==> src/sv/cube_map_face_select_assert.svh <==
// assertion macros used by the cube map face select top module
`ifndef CUBE_MAP_FACE_SELECT_ASSERT_SVH
`define CUBE_MAP_FACE_SELECT_ASSERT_SVH

// same-cycle implication, checked outside reset
`define CMFS_ASSERT_NOW(label, ante, cons, msg) \
  label: assert property (@(posedge clk) disable iff (rst) (ante) |-> (cons)) \
    else $error(msg);

// next-cycle implication, checked outside reset
`define CMFS_ASSERT_NEXT(label, ante, cons, msg) \
  label: assert property (@(posedge clk) disable iff (rst) (ante) |=> (cons)) \
    else $error(msg);

`endif

==> src/sv/cmfs_pkg.sv <==
// shared constants, types and face codes for the cube map face select block
package cmfs_pkg;

  localparam int COMPONENT_BITS = 16;
  localparam int COORD_BITS     = 16;

  // magnitude of a component fits COMPONENT_BITS unsigned bits
  localparam int MAG_BITS = COMPONENT_BITS;
  // numerators, denominator (2 ma) and remainders
  localparam int NUM_BITS = COMPONENT_BITS + 1;
  // signed width for sc + ma and ma - tc
  localparam int SUM_BITS = NUM_BITS + 1;

  localparam int IN_FIELD_BITS  = 3 * COMPONENT_BITS;
  localparam int IN_DATA_BITS   = ((IN_FIELD_BITS + 7) / 8) * 8;
  localparam int FACE_BITS      = 3;
  localparam int OUT_FIELD_BITS = FACE_BITS + 2 * COORD_BITS + 1;
  localparam int OUT_DATA_BITS  = ((OUT_FIELD_BITS + 7) / 8) * 8;

  typedef enum logic [FACE_BITS-1:0] {
    FACE_NEG_X = 3'd0,
    FACE_POS_X = 3'd1,
    FACE_NEG_Y = 3'd2,
    FACE_POS_Y = 3'd3,
    FACE_NEG_Z = 3'd4,
    FACE_POS_Z = 3'd5
  } face_t;

  typedef struct packed {
    logic signed [COMPONENT_BITS-1:0] x;
    logic signed [COMPONENT_BITS-1:0] y;
    logic signed [COMPONENT_BITS-1:0] z;
    logic        [MAG_BITS-1:0]       ax;
    logic        [MAG_BITS-1:0]       ay;
    logic        [MAG_BITS-1:0]       az;
    logic                             zero;
  } abs_t;

  typedef struct packed {
    face_t                 face;
    logic                  zero;
    logic                  sat_u;
    logic                  sat_v;
    logic [NUM_BITS-1:0]   den;
    logic [NUM_BITS-1:0]   rem_u;
    logic [NUM_BITS-1:0]   rem_v;
    logic [COORD_BITS-1:0] q_u;
    logic [COORD_BITS-1:0] q_v;
  } div_t;

endpackage

==> src/sv/cube_map_face_select.sv <==
// Cube map face select: takes one direction vector per beat and returns the
// cube face with coordinates u = (sc+ma)/(2ma) and v = (ma-tc)/(2ma) as
// unsigned Q0.16, truncated and saturated to all ones; an all-zero vector
// sets zero_vector with face 0 and both coordinates 0. A new beat can be taken
// every cycle while the output is not held by backpressure. The pipeline has one
// stage for the magnitudes, one for the face pick, one per quotient bit in the
// restoring divide pipeline, and the output register. Every stage holds its
// beat under backpressure and fills bubbles, so input beats keep flowing into
// empty stages while a result waits at the output.
module cube_map_face_select (
  input  logic                                  clk,
  input  logic                                  rst,
  input  logic                                  s_axis_tvalid,
  output logic                                  s_axis_tready,
  // dir_x, dir_y, dir_z
  input  logic [cmfs_pkg::IN_DATA_BITS-1:0]     s_axis_tdata,
  output logic                                  m_axis_tvalid,
  input  logic                                  m_axis_tready,
  // face, coord_u, coord_v, zero_vector
  output logic [cmfs_pkg::OUT_DATA_BITS-1:0]    m_axis_tdata
);

`include "cube_map_face_select_assert.svh"

  localparam int CB = cmfs_pkg::COMPONENT_BITS;
  localparam int QB = cmfs_pkg::COORD_BITS;

  logic           abs_valid;
  logic           abs_ready;
  cmfs_pkg::abs_t abs_data;

  logic [QB:0]    div_valid;
  logic [QB:0]    div_ready;
  cmfs_pkg::div_t div_pipe [QB+1];

  cmfs_pkg::div_t last;
  logic [QB-1:0]  coord_u;
  logic [QB-1:0]  coord_v;
  logic [cmfs_pkg::OUT_DATA_BITS-1:0] tdata_next;
  logic           out_ready;

  cmfs_abs_stage u_abs (
    .clk      (clk),
    .rst      (rst),
    .up_valid (s_axis_tvalid),
    .up_ready (s_axis_tready),
    .dir_x    (s_axis_tdata[CB-1:0]),
    .dir_y    (s_axis_tdata[2*CB-1:CB]),
    .dir_z    (s_axis_tdata[3*CB-1:2*CB]),
    .dn_valid (abs_valid),
    .dn_ready (abs_ready),
    .dn_data  (abs_data)
  );

  cmfs_face_stage u_face (
    .clk      (clk),
    .rst      (rst),
    .up_valid (abs_valid),
    .up_ready (abs_ready),
    .up_data  (abs_data),
    .dn_valid (div_valid[0]),
    .dn_ready (div_ready[0]),
    .dn_data  (div_pipe[0])
  );

  for (genvar i = 0; i < QB; i++) begin : g_div
    cmfs_div_stage u_div (
      .clk      (clk),
      .rst      (rst),
      .up_valid (div_valid[i]),
      .up_ready (div_ready[i]),
      .up_data  (div_pipe[i]),
      .dn_valid (div_valid[i+1]),
      .dn_ready (div_ready[i+1]),
      .dn_data  (div_pipe[i+1])
    );
  end

  assign last      = div_pipe[QB];
  assign out_ready = !m_axis_tvalid || m_axis_tready;
  assign div_ready[QB] = out_ready;

  assign coord_u = last.zero ? '0 : (last.sat_u ? '1 : last.q_u);
  assign coord_v = last.zero ? '0 : (last.sat_v ? '1 : last.q_v);

  always_comb begin
    tdata_next = '0;
    tdata_next[cmfs_pkg::OUT_FIELD_BITS-1:0] =
      {last.zero, coord_v, coord_u,
       last.zero ? cmfs_pkg::FACE_NEG_X : last.face};
  end

  always_ff @(posedge clk) begin
    if (rst) begin
      m_axis_tvalid <= 1'b0;
    end else if (out_ready) begin
      m_axis_tvalid <= div_valid[QB];
    end
  end

  always_ff @(posedge clk) begin
    if (out_ready && div_valid[QB]) begin
      m_axis_tdata <= tdata_next;
    end
  end

  // zero vector beat carries face 0 and zero coordinates
  `CMFS_ASSERT_NOW(a_zero_result,
    m_axis_tvalid && m_axis_tdata[cmfs_pkg::OUT_FIELD_BITS-1],
    m_axis_tdata[cmfs_pkg::OUT_FIELD_BITS-2:0] == '0,
    "zero vector result not cleared")
  // an empty output register means the whole pipe can take a beat
  `CMFS_ASSERT_NOW(a_ready_when_empty, !m_axis_tvalid, s_axis_tready,
    "input stalled while output register is empty")
  // restoring divide keeps the remainder below the divisor
  `CMFS_ASSERT_NOW(a_rem_bound, div_valid[QB] && !last.zero,
    (last.rem_u < last.den) && (last.rem_v < last.den),
    "divide remainder out of range")
  // face code stays within the six faces
  `CMFS_ASSERT_NOW(a_face_range, m_axis_tvalid,
    m_axis_tdata[cmfs_pkg::FACE_BITS-1:0] <= cmfs_pkg::FACE_POS_Z,
    "face code out of range")

endmodule

==> src/sv/cmfs_abs_stage.sv <==
// first stage: component magnitudes and zero vector detect
module cmfs_abs_stage (
  input  logic                             clk,
  input  logic                             rst,
  input  logic                             up_valid,
  output logic                             up_ready,
  input  logic signed [cmfs_pkg::COMPONENT_BITS-1:0] dir_x,
  input  logic signed [cmfs_pkg::COMPONENT_BITS-1:0] dir_y,
  input  logic signed [cmfs_pkg::COMPONENT_BITS-1:0] dir_z,
  output logic                             dn_valid,
  input  logic                             dn_ready,
  output cmfs_pkg::abs_t                   dn_data
);

  cmfs_pkg::abs_t data_next;
  logic signed [cmfs_pkg::COMPONENT_BITS:0] nx;
  logic signed [cmfs_pkg::COMPONENT_BITS:0] ny;
  logic signed [cmfs_pkg::COMPONENT_BITS:0] nz;

  assign up_ready = !dn_valid || dn_ready;

  // negate one bit wider so the most negative value stays exact
  assign nx = -{dir_x[cmfs_pkg::COMPONENT_BITS-1], dir_x};
  assign ny = -{dir_y[cmfs_pkg::COMPONENT_BITS-1], dir_y};
  assign nz = -{dir_z[cmfs_pkg::COMPONENT_BITS-1], dir_z};

  always_comb begin
    data_next.x    = dir_x;
    data_next.y    = dir_y;
    data_next.z    = dir_z;
    data_next.ax   = dir_x[cmfs_pkg::COMPONENT_BITS-1] ?
                     nx[cmfs_pkg::MAG_BITS-1:0] : cmfs_pkg::MAG_BITS'(dir_x);
    data_next.ay   = dir_y[cmfs_pkg::COMPONENT_BITS-1] ?
                     ny[cmfs_pkg::MAG_BITS-1:0] : cmfs_pkg::MAG_BITS'(dir_y);
    data_next.az   = dir_z[cmfs_pkg::COMPONENT_BITS-1] ?
                     nz[cmfs_pkg::MAG_BITS-1:0] : cmfs_pkg::MAG_BITS'(dir_z);
    data_next.zero = (dir_x == '0) && (dir_y == '0) && (dir_z == '0);
  end

  always_ff @(posedge clk) begin
    if (rst) begin
      dn_valid <= 1'b0;
    end else if (up_ready) begin
      dn_valid <= up_valid;
    end
  end

  always_ff @(posedge clk) begin
    if (up_ready && up_valid) begin
      dn_data <= data_next;
    end
  end

endmodule

==> src/sv/cmfs_face_stage.sv <==
// second stage: major axis pick, face code, numerators and denominator
module cmfs_face_stage (
  input  logic           clk,
  input  logic           rst,
  input  logic           up_valid,
  output logic           up_ready,
  input  cmfs_pkg::abs_t up_data,
  output logic           dn_valid,
  input  logic           dn_ready,
  output cmfs_pkg::div_t dn_data
);

  cmfs_pkg::div_t data_next;
  logic x_major;
  logic y_major;
  logic [cmfs_pkg::MAG_BITS-1:0] ma;
  logic signed [cmfs_pkg::SUM_BITS-1:0] xs;
  logic signed [cmfs_pkg::SUM_BITS-1:0] ys;
  logic signed [cmfs_pkg::SUM_BITS-1:0] zs;
  logic signed [cmfs_pkg::SUM_BITS-1:0] ma_s;
  logic signed [cmfs_pkg::SUM_BITS-1:0] sc;
  logic signed [cmfs_pkg::SUM_BITS-1:0] tc;
  logic signed [cmfs_pkg::SUM_BITS-1:0] num_u_w;
  logic signed [cmfs_pkg::SUM_BITS-1:0] num_v_w;
  logic [cmfs_pkg::NUM_BITS-1:0] num_u;
  logic [cmfs_pkg::NUM_BITS-1:0] num_v;
  logic [cmfs_pkg::NUM_BITS-1:0] den;
  cmfs_pkg::face_t face;

  assign up_ready = !dn_valid || dn_ready;

  assign xs   = cmfs_pkg::SUM_BITS'(up_data.x);
  assign ys   = cmfs_pkg::SUM_BITS'(up_data.y);
  assign zs   = cmfs_pkg::SUM_BITS'(up_data.z);

  // strict compares: a tie goes to z over y and to y over x
  assign x_major = (up_data.ax > up_data.ay) && (up_data.ax > up_data.az);
  assign y_major = up_data.ay > up_data.az;

  always_comb begin
    if (x_major) begin
      ma = up_data.ax;
      tc = -ys;
      if (!up_data.x[cmfs_pkg::COMPONENT_BITS-1] && up_data.x != '0) begin
        face = cmfs_pkg::FACE_POS_X;
        sc   = -zs;
      end else begin
        face = cmfs_pkg::FACE_NEG_X;
        sc   = zs;
      end
    end else if (y_major) begin
      ma = up_data.ay;
      sc = xs;
      if (!up_data.y[cmfs_pkg::COMPONENT_BITS-1] && up_data.y != '0) begin
        face = cmfs_pkg::FACE_POS_Y;
        tc   = zs;
      end else begin
        face = cmfs_pkg::FACE_NEG_Y;
        tc   = -zs;
      end
    end else begin
      ma = up_data.az;
      tc = -ys;
      if (!up_data.z[cmfs_pkg::COMPONENT_BITS-1] && up_data.z != '0) begin
        face = cmfs_pkg::FACE_POS_Z;
        sc   = xs;
      end else begin
        face = cmfs_pkg::FACE_NEG_Z;
        sc   = -xs;
      end
    end
  end

  assign ma_s    = signed'({{(cmfs_pkg::SUM_BITS-cmfs_pkg::MAG_BITS){1'b0}}, ma});
  assign num_u_w = sc + ma_s;
  assign num_v_w = ma_s - tc;
  assign num_u   = num_u_w[cmfs_pkg::NUM_BITS-1:0];
  assign num_v   = num_v_w[cmfs_pkg::NUM_BITS-1:0];
  assign den     = {ma, 1'b0};

  always_comb begin
    data_next.face  = face;
    data_next.zero  = up_data.zero;
    // a fraction of exactly one saturates, the divide then runs on zero
    data_next.sat_u = (num_u == den);
    data_next.sat_v = (num_v == den);
    data_next.den   = den;
    data_next.rem_u = (num_u == den) ? '0 : num_u;
    data_next.rem_v = (num_v == den) ? '0 : num_v;
    data_next.q_u   = '0;
    data_next.q_v   = '0;
  end

  always_ff @(posedge clk) begin
    if (rst) begin
      dn_valid <= 1'b0;
    end else if (up_ready) begin
      dn_valid <= up_valid;
    end
  end

  always_ff @(posedge clk) begin
    if (up_ready && up_valid) begin
      dn_data <= data_next;
    end
  end

endmodule

==> src/sv/cmfs_div_stage.sv <==
// one restoring divide step: one quotient bit for both coordinates
module cmfs_div_stage (
  input  logic           clk,
  input  logic           rst,
  input  logic           up_valid,
  output logic           up_ready,
  input  cmfs_pkg::div_t up_data,
  output logic           dn_valid,
  input  logic           dn_ready,
  output cmfs_pkg::div_t dn_data
);

  cmfs_pkg::div_t data_next;
  logic [cmfs_pkg::NUM_BITS:0] den_w;
  logic [cmfs_pkg::NUM_BITS:0] tu;
  logic [cmfs_pkg::NUM_BITS:0] tv;
  logic [cmfs_pkg::NUM_BITS:0] du;
  logic [cmfs_pkg::NUM_BITS:0] dv;
  logic bit_u;
  logic bit_v;

  assign up_ready = !dn_valid || dn_ready;

  assign den_w = {1'b0, up_data.den};
  assign tu    = {up_data.rem_u, 1'b0};
  assign tv    = {up_data.rem_v, 1'b0};
  assign du    = tu - den_w;
  assign dv    = tv - den_w;
  assign bit_u = (tu >= den_w);
  assign bit_v = (tv >= den_w);

  always_comb begin
    data_next       = up_data;
    data_next.rem_u = bit_u ? du[cmfs_pkg::NUM_BITS-1:0] : tu[cmfs_pkg::NUM_BITS-1:0];
    data_next.rem_v = bit_v ? dv[cmfs_pkg::NUM_BITS-1:0] : tv[cmfs_pkg::NUM_BITS-1:0];
    data_next.q_u   = {up_data.q_u[cmfs_pkg::COORD_BITS-2:0], bit_u};
    data_next.q_v   = {up_data.q_v[cmfs_pkg::COORD_BITS-2:0], bit_v};
  end

  always_ff @(posedge clk) begin
    if (rst) begin
      dn_valid <= 1'b0;
    end else if (up_ready) begin
      dn_valid <= up_valid;
    end
  end

  always_ff @(posedge clk) begin
    if (up_ready && up_valid) begin
      dn_data <= data_next;
    end
  end

endmodule
==> config.mk <==
export PLATFORM = sky130hd
export DESIGN_NAME = cube_map_face_select
export DESIGN_NICKNAME = d
export VERILOG_FILES = /design/src/sv/cmfs_pkg.sv /design/src/sv/cube_map_face_select.sv /design/src/sv/cmfs_abs_stage.sv /design/src/sv/cmfs_face_stage.sv /design/src/sv/cmfs_div_stage.sv
export VERILOG_INCLUDE_DIRS = /design/src /design/src/sv
export SDC_FILE = /design/constraint.sdc
export NUM_CORES = 2
export LEC_CHECK = 0
export BUFFER_PORTS_ARGS = -buffer_cell sky130_fd_sc_hd__buf_2
export CAP_MARGIN = 0
export CORE_MARGIN = 5
export CORE_UTILIZATION = 45
export DETAILED_ROUTE_END_ITERATION = 8
export HOLD_SLACK_MARGIN = 0.06
export SYNTH_ARGS = -nofsm -noshare
export SYNTH_HDL_FRONTEND = slang
export SYNTH_SLANG_ARGS = --single-unit
export TNS_END_PERCENT = 100
==> constraint.sdc <==
create_clock -name clk -period 21.2 [get_ports clk]
set_clock_uncertainty 0.05 [all_clocks]
set_input_delay 1.06 -clock clk [delete_from_list [all_inputs] [get_ports clk]]
set_output_delay 1.06 -clock clk [all_outputs]
set_load 0.02 [all_outputs]
==> out/results.tsv <==
metric	value	unit
routed_wl	192000	µm
routedWlPerCell	21.3	µm
dp_hpwl	150000	µm
yosysWarnings	0	
max_freq	0.124	GHz
boundaryPins	94	
max_slew_margin	7.74	%
die_w	411	µm
start_util	45.2	%
place_area	75800	µm²
async_flop_share	0	%
grt_overflow	0	
mostFrequentLayoutCell	edfxtp_1	
cts.htree.levels	4	
path_class	register to register	
drive_gt1_share	9.21	%
setup_viol	0	
drv_cap	0	
cp.arrival	8510	ps
rsz0062_at_grt	false	
worstMarginPinSlew	1370	ps
cts_tree	built	
ant_nets	0	
ys_seq_area_share	53.3	%
pre_cts_slack	13120	ps
drc	0	
outcome	complete, no violations	
hold_viol	0	
clock_path_buffers	3	
grt_pass1_vias	48500	
place_congestion	0.916	
synth_area_leaders	edfxtp_1 (53%), ha_1 (10%), inv_1 (4.0%)	
fin_setup_tns	0	ps
layout.nets	7405	
fin_area	80800	µm²
ys.flop_type	edfxtp_1	
syn_area_per_cell	11.1	µm²
core_area	160000	µm²
clkSinkCount	1293	
post_cts_buffers	0	
viasPerCell	5.51	
start_kind	register	
antenna_found_initial	2	
yosysTopAreaCellShare	52.8	%
numCtsBuffers	147	
endpoint_kind	register	
min_period	8060	ps
dr.pass1.iters	6	
required	21650	ps
vdd_drop_max	86.1	µV
cts_resized	0	
leakagePower	30.8	nW
hold_buffers	0	
root_buffer	clkbuf_16	
syn2layout_area_growth	11.4	%
synthesis.area	72500	µm²
synth_cell_types	86	
die_area	169000	µm²
num_antenna_cells	0	
syn_inst	6561	
final_core_util	50.4	%
insertion_delay	790	ps
track_usage	22.5	%
drtIter0Drc	3648	
fin_ws	13140	ps
grt_max_degree	73	
ys_ff_latch	1293	
post-route-period-util	38.0	%
min_path_type	register to register	
fp-row-count	147	
die_h	411	µm
path_clk_slew	70	ps
synth_edf_count	1274	
io_buffers	89	
maxSlewViolCount	0	
grt_pass1_wl	291000	µm
mostFrequentLayoutCells	edfxtp_1 (1274), inv_1 (775), nor2_1 (630)	
whs	358	ps
critPathMaxFanout	16	
synth_top_cell_by_area	edfxtp_1	
power.density	82.2	nW/µm²
num_vias	49600	
-- state kept, by name, summed over array words and instances, names as in the netlist --
register and flops:
u_face.dn_valid 1, g_div.u_div.dn_valid 16, u_abs.dn_data 94, u_abs.dn_valid 1
g_div.u_div.dn_data 1088, u_face.dn_data 56, m_axis_tdata 36, m_axis_tvalid 1
-- cells in the mapped netlist, types with 44 or more instances --
master / number
a21boi_0: 336
a21oi_1: 169
and2_1: 65
clkbuf_1: 137
edfxtp_1: 1274
ha_1: 597
inv_1: 775
mux2_2: 170
nand2_1: 403
nand2b_1: 50
nand3_1: 300
nand4_1: 116
nor2_1: 631
nor2b_1: 95
nor3_1: 47
nor3b_1: 47
nor4_1: 44
o21ai_0: 511
o31ai_1: 212
xnor2_1: 162
xor2_1: 63
-- final cells by class --
cell class	count	area, µm²
clock buffers	174	3810
flip-flops and latches	1293	38600
clock inverters	100	1210
repair buffers	161	986
fillers	14400	79600
inverters	788	2960
well taps	2160	2700
multi-input cells	4333	30500
-- final timing paths --
kind,startpoint,endpoint,slack (ps),cells after the start
worst max-delay path,u_abs.dn_data[1],u_face.dn_data[57],13140,27
worst min register to register,g_div[3].u_div.dn_data[1],g_div[4].u_div.dn_data[2],360,0
worst max register to register,u_abs.dn_data[1],u_face.dn_data[57],13140,27
worst min-delay path,g_div[3].u_div.dn_data[1],g_div[4].u_div.dn_data[2],360,0
-- logic make-up after synthesis --
logic type	share of synthesized area (%)
AOI/OAI and AO/OA	12.4
xor gates and xnor gates	2.94
adders and majority gates	11.2
buffers and inverters	4.94
DFF	53.3
muxes	3.12
other	0.00517
and+or+nand+nor	12.0
-- through the flow --
| step | total power [mW] | instances |
|---|---|---|
| 2_1_floorplan | 3.78 | 6564 |
| 3_3_place_gp | 4.08 | 8734 |
| 3_5_place_dp | 4.08 | 8734 |
| 4_1_cts | 6.70 | 9008 |
| 5_1_grt | 6.93 | 9009 |
| 6_report | 6.64 | 9009 |
-- report_power, final --
group / internal, mW / switching (mW) / leakage (nW) / total [mW]
combinational: 0.457 / 0.635 / 16.7 / 1.09
sequential: 2.90 / 0.0534 / 11.7 / 2.95
clock: 1.50 / 1.10 / 2.39 / 2.60
-- per-layer routing --
metal | vias to the layer above | GRT usage [%] | wire length, µm
met4 | 0 | 6.80 | 5970
met5 | - | 0 | 0
li1 | 24100 | - | -
met2 | 1224 | 39.2 | 95100
met3 | 302 | 2.91 | 8490
met1 | 24000 | 29.3 | 82600
-- critical path, stage by stage, from the launching register on --
cell and delay (ps):
edfxtp_1 510, inv_1 150, ha_1 200, nand2b_1 90, or4_1 480, nor2_1 150
nand2_1 100, or3_1 350, or3_1 360, or3_1 330, ha_1 250, nor2_1 570
o31ai_1 190, xor2_1 190, a21oi_1 210, ha_1 270, a21oi_1 220, o21bai_1 90
a21oi_1 230, o21bai_1 120, a211o_1 320, a2111oi_0 590, o311a_1 300, xor2_1 240
xnor2_1 150, nand4_1 150, nor3_2 770, nor2b_1 140
Note: power is estimated with default switching activity, not from simulation.
